`config.mk`:
```
export PLATFORM = sky130hd
export DESIGN_NAME = mts_controller
export DESIGN_NICKNAME = d
export VERILOG_FILES = /design/src/design/mts_pkg.sv /design/src/design/mts_controller.sv
export SDC_FILE = /design/constraint.sdc
export NUM_CORES = 1
export LEC_CHECK = 0
export BUFFER_PORTS_ARGS = -buffer_cell sky130_fd_sc_hd__buf_4
export CAP_MARGIN = 30
export CORE_AREA = 2 2 39 41
export DETAILED_ROUTE_END_ITERATION = 7
export DIE_AREA = 0 0 41 43
export GPL_ROUTABILITY_DRIVEN = 0
export HOLD_SLACK_MARGIN = 0.02
export PLACE_DENSITY = 0.75
export SLEW_MARGIN = 20
export SYNTH_ARGS = -nofsm -noshare
export SYNTH_HDL_FRONTEND = slang
export SYNTH_SLANG_ARGS = --single-unit
export TNS_END_PERCENT = 50
```
`constraint.sdc`:
```
create_clock -name clock -period 2 [get_ports clock]
set_clock_uncertainty 0.15 [all_clocks]
set_input_delay 0.4 -clock clock [delete_from_list [all_inputs] [get_ports clock]]
set_output_delay 0.4 -clock clock [all_outputs]
set_load 0.01 [all_outputs]
```
`src/design/mts_pkg.sv`:
```
// ----------------------------------------------------------------------------
// Melody tone sequencer package
// Shared widths, codes and payload types of the melody tone sequencer.
// ----------------------------------------------------------------------------
`default_nettype none

package mts_pkg;

   // Fixed field widths.
   localparam int CMD_W     = 3;
   localparam int IDX_W     = 8;
   localparam int FREQ_W    = 14;
   localparam int MEAS_W    = 8;
   localparam int REP_W     = 7;
   localparam int MS_W      = 16;
   localparam int TEMPO_W   = 10;
   localparam int CLK_W     = 28;
   localparam int ENTRY_W   = FREQ_W + 1 + MEAS_W;

   // PWM divider format: 8 integer bits and DIV_FRAC_BITS fraction bits.
   localparam int DIV_FRAC_BITS = 4;
   localparam int DIV_W         = 8 + DIV_FRAC_BITS;

   // Default table depth.
   localparam int NOTE_SLOTS_DEFAULT = 256;

   // Iterative divider operand widths.
   localparam int DIVN_W = CLK_W + DIV_FRAC_BITS;
   localparam int DIVD_W = 28;

   // Constants of the timing and PWM arithmetic.
   localparam int WHOLE_NOTE_MS = 240000;
   localparam int PWM_WRAP      = 10000;
   localparam int DUR_W         = 18;

   // Configuration register indexes.
   localparam int CSR_IDX_W  = 3;
   localparam int CSR_DATA_W = CLK_W;
   localparam logic [CSR_IDX_W-1:0] CSR_TEMPO    = 3'd0;
   localparam logic [CSR_IDX_W-1:0] CSR_REST     = 3'd1;
   localparam logic [CSR_IDX_W-1:0] CSR_CLOCK_HZ = 3'd2;
   localparam logic [CSR_IDX_W-1:0] CSR_MIN_FREQ = 3'd3;
   localparam logic [CSR_IDX_W-1:0] CSR_MAX_FREQ = 3'd4;

   // Command codes.
   localparam logic [CMD_W-1:0] CMD_TICK  = 3'd0;
   localparam logic [CMD_W-1:0] CMD_LOAD  = 3'd1;
   localparam logic [CMD_W-1:0] CMD_START = 3'd2;
   localparam logic [CMD_W-1:0] CMD_TONE  = 3'd3;
   localparam logic [CMD_W-1:0] CMD_STOP  = 3'd4;

   // Datapath micro-operations issued by the controller.
   localparam int UOP_W = 4;
   localparam logic [UOP_W-1:0] UOP_NONE       = 4'd0;
   localparam logic [UOP_W-1:0] UOP_CAPTURE    = 4'd1;
   localparam logic [UOP_W-1:0] UOP_TICK       = 4'd2;
   localparam logic [UOP_W-1:0] UOP_LOAD       = 4'd3;
   localparam logic [UOP_W-1:0] UOP_START      = 4'd4;
   localparam logic [UOP_W-1:0] UOP_TONE       = 4'd5;
   localparam logic [UOP_W-1:0] UOP_STOP       = 4'd6;
   localparam logic [UOP_W-1:0] UOP_ENTRY      = 4'd7;
   localparam logic [UOP_W-1:0] UOP_MAG_START  = 4'd8;
   localparam logic [UOP_W-1:0] UOP_NOTE_SET   = 4'd9;
   localparam logic [UOP_W-1:0] UOP_FREQ_START = 4'd10;
   localparam logic [UOP_W-1:0] UOP_FREQ_SET   = 4'd11;
   localparam logic [UOP_W-1:0] UOP_RESPOND    = 4'd12;

   typedef struct packed {
      logic [CMD_W-1:0]         command;
      logic [IDX_W-1:0]         note_index;
      logic [FREQ_W-1:0]        note_freq;
      logic                     note_is_end;
      logic signed [MEAS_W-1:0] note_measure;
      logic [REP_W-1:0]         repeat_count;
      logic [MS_W-1:0]          tone_ms;
   } req_type;

   typedef struct packed {
      logic               pwm_enable;
      logic [DIV_W-1:0]   clock_divider;
      logic               playing;
      logic [IDX_W-1:0]   current_index;
      logic [REP_W-1:0]   repeats_remaining;
   } rsp_type;

   // Controller to datapath.
   typedef struct packed {
      logic [UOP_W-1:0] uop;
   } ctl_cmd_type;

   // Datapath to controller.
   typedef struct packed {
      logic [CMD_W-1:0] command;
      logic             tick_adv;
      logic             tone_go;
      logic             entry_end;
      logic             wrap_continue;
      logic             entry_has_freq;
      logic             freq_ok;
      logic             div_done;
      logic             rsp_free;
   } dp_status_type;

endpackage

`default_nettype wire

```
`src/design/mts_controller.sv`:
```
// ----------------------------------------------------------------------------
// Melody tone sequencer controller
// State machine that sequences one transaction through the datapath.
// ----------------------------------------------------------------------------
`default_nettype none

module mts_controller import mts_pkg::*; (
   input  wire logic          clock,
   input  wire logic          reset,
   input  wire logic          req_valid,
   output logic               req_ready,
   input  wire dp_status_type sts,
   output ctl_cmd_type        cmd
);

   localparam logic [3:0] S_IDLE     = 4'd0;
   localparam logic [3:0] S_DISPATCH = 4'd1;
   localparam logic [3:0] S_READ     = 4'd2;
   localparam logic [3:0] S_EVAL     = 4'd3;
   localparam logic [3:0] S_DUR      = 4'd4;
   localparam logic [3:0] S_MAG      = 4'd5;
   localparam logic [3:0] S_FREQ     = 4'd6;
   localparam logic [3:0] S_FWAIT    = 4'd7;
   localparam logic [3:0] S_FINISH   = 4'd8;

   logic [3:0] state_ff, state_in;

   always_comb begin
      state_in = state_ff;
      cmd.uop  = UOP_NONE;
      case (state_ff)
         S_IDLE: begin
            if (req_valid) begin
               cmd.uop  = UOP_CAPTURE;
               state_in = S_DISPATCH;
            end
         end
         // Decode the command and apply its immediate effect.
         S_DISPATCH: begin
            state_in = S_FINISH;
            case (sts.command)
               CMD_TICK: begin
                  cmd.uop = UOP_TICK;
                  if (sts.tick_adv) begin
                     state_in = S_READ;
                  end
               end
               CMD_LOAD: begin
                  cmd.uop = UOP_LOAD;
               end
               CMD_START: begin
                  cmd.uop  = UOP_START;
                  state_in = S_READ;
               end
               CMD_TONE: begin
                  cmd.uop = UOP_TONE;
                  if (sts.tone_go) begin
                     state_in = S_FREQ;
                  end
               end
               CMD_STOP: begin
                  cmd.uop = UOP_STOP;
               end
               default: begin
               end
            endcase
         end
         // Table read data is registered, so wait here for it.
         S_READ: begin
            state_in = S_EVAL;
         end
         S_EVAL: begin
            cmd.uop = UOP_ENTRY;
            if (sts.entry_end) begin
               state_in = sts.wrap_continue ? S_READ : S_FINISH;
            end else begin
               state_in = S_DUR;
            end
         end
         S_DUR: begin
            if (sts.div_done) begin
               cmd.uop  = UOP_MAG_START;
               state_in = S_MAG;
            end
         end
         S_MAG: begin
            if (sts.div_done) begin
               cmd.uop  = UOP_NOTE_SET;
               state_in = sts.entry_has_freq ? S_FREQ : S_FINISH;
            end
         end
         S_FREQ: begin
            cmd.uop  = UOP_FREQ_START;
            state_in = sts.freq_ok ? S_FWAIT : S_FINISH;
         end
         S_FWAIT: begin
            if (sts.div_done) begin
               cmd.uop  = UOP_FREQ_SET;
               state_in = S_FINISH;
            end
         end
         S_FINISH: begin
            if (sts.rsp_free) begin
               cmd.uop  = UOP_RESPOND;
               state_in = S_IDLE;
            end
         end
         default: begin
            state_in = S_IDLE;
         end
      endcase
   end

   always_ff @(posedge clock) begin
      if (reset) begin
         state_ff <= S_IDLE;
      end else begin
         state_ff <= state_in;
      end
   end

   assign req_ready = (state_ff == S_IDLE);

endmodule

`default_nettype wire

```
* After elaboration in Yosys (flattened, before gate mapping)
Cells that the tools add are included.
Operators by class: $add $sub $neg 0, multipliers 0, div/mod/pow operators 0, $lt $le $gt $ge 0, equality and inequality tests 17, shift operators 0, mux-type cells 20, bitwise logic cells 0, reductions and logical operators 3
Operators by type and width (number):
- $mux 4 | 15
- $pmux 4 s9 | 1
- $pmux 4 s8 | 1
- $eq 4x3->1 const B | 4
- $pmux 3 s5 | 1
- $pmux 4 s3 | 1
- $ne 2x2->1 const B | 5
- $eq 4x2->1 const B | 2
- $eq 3x2->1 const B | 2
- $reduce_and 5->1 | 1
- $eq 4x1->1 const B | 1
- $eq 4x4->1 const B | 1
- $logic_not 4->1 | 1
- $eq 3x1->1 const B | 1
- $eq 3x3->1 const B | 1
- $logic_not 3->1 | 1
- $mux 1 | 1
Storage, ports and cells: flip-flop bits (word level) 4, latch bits 0, RAM bits 0, bits in read-only memories 0, bits of input ports 14, memories 0

* Depth between registers and ports, before layout
depth in word-level cells 3, mapped depth 5, mapped depth without buffers 4

* Least setup slack after synthesis
OpenSTA, ideal clock, no wires.
path type register -> output, start point reg state_ff[1], end point out cmd[0] (netlist name), data arrival time 1.227 ns, required time 1.450 ns, slack 0.223 ns, stages on the path, launching flop included 6, buffers on the path 1, path through dfxtp_1 > buf_2 > or3b_1 > a21oi_1 > a31oi_1 > o21ai_1
RTL lines:
- start: declaration | RTL line mts_controller.sv:26 | logic [3:0] state_ff, state_in;
- start signal: assignment | RTL line mts_controller.sv:118 | state_ff <= state_in;
- end: declaration | RTL line mts_controller.sv:13 | output ctl_cmd_type cmd

==> results.json <==
{
  "first_pass_iters": 4,
  "die_w_um": 41,
  "rows": 14,
  "fin_crit_sh": 0.986,
  "path_cells": "or3b_1 -> a21oi_2 -> a31oi_1 -> o21ai_1 -> buf_4",
  "r2r_end": "state_ff[3]$_SDFFE_PP0P_",
  "synth_top_family_by_area": "simple AND/OR/NAND/NOR gates",
  "holdWs_ns": 0.220,
  "async_flop_share": 0,
  "cap_violations": 0,
  "relSlewSlack": 0.783,
  "ios": 19,
  "clockRootBuffer": "clkbuf_4",
  "cts_buffers": 3,
  "cts_tree": "done",
  "clkLatencyLatePin_ns": 0.23,
  "dieHeight_um": 43,
  "h-tree-depth": 1,
  "drt_iter0_markers": 38,
  "crit_path_max_incr_delay_ns": 0.39,
  "largest_register_ff_count": 4,
  "clk_path_buf_depth": 2,
  "synth_xor_area_frac": 0,
  "grt_max_degree": 17,
  "reg_top3": "state_ff x4",
  "finalHoldViolCount": 0,
  "grt_pass1_vias": 640,
  "yosysSeqAreaShare": 0.158,
  "status": "complete, no violations",
  "r2r-start": "state_ff[2]$_SDFFE_PP0P_",
  "clk_pin_slew_worst_paths_ns": 0.03,
  "num_antenna_cells": 0,
  "worstPathRequired_ns": 1.45,
  "syn_inst": 74,
  "max_flop_register": "state_ff",
  "clkPwrFrac": 0.268,
  "via_per_inst": 5.99,
  "antenna_found_initial": 0,
  "setup_viol": 0,
  "core_um2": 1380,
  "slowest_stage": "or3b_1",
  "gr-usage-all-layers": 0.217,
  "ys_ff_latch": 4,
  "power.switching_uw": 121,
  "synth_flop_cell": "dfxtp_1",
  "hpwl_um": 1180,
  "mostFrequentLayoutCells": "24 x buf_4, 9 x a21oi_1, 8 x nand2_1",
  "synth_fa_ha_area_frac": 0,
  "port_buffers": 18,
  "rrSetupSlack_ns": 0.25,
  "wl_per_cell_um": 14.1,
  "start_util": 0.366,
  "finalNetCount": 113,
  "ant_nets": 0,
  "min_period_ns": 1.97,
  "syn_area_um2": 507,
  "synth_nets": 88,
  "cp-endpoint": "cmd[0]",
  "syn_to_final_growth_pct": 44.9,
  "drt_wl_total_um": 1600,
  "ys_warn_count": 0,
  "max-vdd-ir-drop_uv": 271,
  "cp_max_fo": 7,
  "final_common_cell": "buf_4",
  "ys_types": 35,
  "worstPathArrival_ns": 1.42,
  "fill_cells": 132,
  "worstHoldPathType": "input port to flop",
  "worst_setup_path_start_kind": "flop",
  "worstRegToRegCells": 4,
  "grt-ovfl-total": 0,
  "drive_above_1_share": 0.371,
  "worst_slew_pin_slew_ns": 0.321,
  "syn_avg_cell_area_um2": 6.85,
  "fmax_ghz": 0.507,
  "grt_first_pass_wirelength_um": 2680,
  "seqPwrFrac": 0.277,
  "critPathKind": "flop to output pin",
  "power_frac_comb": 0.455,
  "power.leakage_nw": 0.284,
  "p_int_uw": 241,
  "die-area_um2": 1760,
  "rsz0062_at_grt": "true",
  "crit_path_end_kind": "output pin",
  "synth_edf_count": 0,
  "crit_start": "state_ff[0]$_SDFFE_PP0P_",
  "numClockSinks": 4,
  "drc": 0,
  "cts_hold_buf": 0,
  "vias": 677,
  "netSwitchingFraction": 0.335,
  "synth.area.mux_share": 0,
  "power_density_nw_per_um2": 493,
  "fin_setup_tns_ns": 0,
  "post_synth_and_or_nand_nor_area_fraction": 0.415,
  "synth_compound_gate_area_share": 0.365,
  "slew_viol_final": 0
}
worst max-delay path: cells and delay by family (launching register included):
family,cells,cell delay [ns]
AND/OR/NAND/NOR,1,0.39
AO/OA/AOI/OAI,3,0.31
flip-flops,1,0.35
buffers and inverters,1,0.13
cell usage after synthesis, drive strengths merged (2+ instances only):
| library cell | number | share of area |
|---|---|---|
| nand2 | 8 | 0.059 |
| inv | 3 | 0.022 |
| nand2b | 4 | 0.049 |
| nor2b | 3 | 0.037 |
| dfxtp | 4 | 0.16 |
| buf | 4 | 0.040 |
| o21ai | 4 | 0.039 |
| or3 | 2 | 0.025 |
| a31oi | 2 | 0.025 |
| a21oi | 10 | 0.099 |
| nor2 | 6 | 0.044 |
| nand3 | 3 | 0.030 |
| a221oi | 2 | 0.047 |
timing repair:
item                       CTS  global route
setup endpoints to repair    2             3
setup buffers                2             0
cloned                       0             0
pin swaps                    2             1
resized for setup            3             6
power groups by stage:
stage	Clock (mW)	Sequential [mW]	Combinational [mW]
final	0.0971	0.100	0.165
after global routing	0.112	0.102	0.180
after CTS	0.105	0.0986	0.158
after detailed placement	0	0.101	0.148
after global placement	0	0.101	0.146
after floorplan	0	0.0916	0.0895
cell type report:
type / instances / area, µm² / area share
sequential: 4 / 90.1 / 0.123
inverter: 3 / 11.3 / 0.0153
clock buffer: 3 / 22.5 / 0.0307
multi-input combinational: 63 / 410 / 0.559
timing repair buffer: 24 / 180 / 0.245
tap: 16 / 20.0 / 0.0273
worst min path at each step:
stage,from,endpoint,cells after the start
global route,reset,state_ff[3]$_SDFFE_PP0P_,2
finish,reset,state_ff[3]$_SDFFE_PP0P_,2
global placement,reset,state_ff[3]$_SDFFE_PP0P_,2
detailed placement,reset,state_ff[3]$_SDFFE_PP0P_,2
CTS,reset,state_ff[3]$_SDFFE_PP0P_,2
floorplan,reset,state_ff[3]$_SDFFE_PP0P_,1
cell families (layout without fill, tap and decap cells):
| logic type | count (synthesis) | count (layout) |
|---|---|---|
| AO/OA/AOI/OAI | 27 | 27 |
| buffers and inverters | 7 | 30 |
| flip-flops | 4 | 4 |
| AND/OR/NAND/NOR | 36 | 36 |
metal layers:
metal / up-vias / GRT usage / part of all wire
met2: 33 / 0.350 / 0.52
met5: - / 0 / 0
li1: 330 / - / -
met4: 0 / 0.0800 / 0.025
met3: 6 / 0.0576 / 0.057
met1: 308 / 0.260 / 0.40
metrics by stage:
stage	instance area, µm²	instances	utilization	total power, mW	setup slack [ns]
3_5_place_dp	672	108	0.486	0.249	0.143
3_3_place_gp	672	108	0.486	0.247	0.143
2_1_floorplan	507	74	-	0.181	0.223
5_1_grt	734	113	0.531	0.394	-0.0681
4_1_cts	714	113	0.516	0.361	0.00217
6_report	734	113	0.531	0.362	0.0275
No activity file was read; power rests on OpenSTA's default activity.
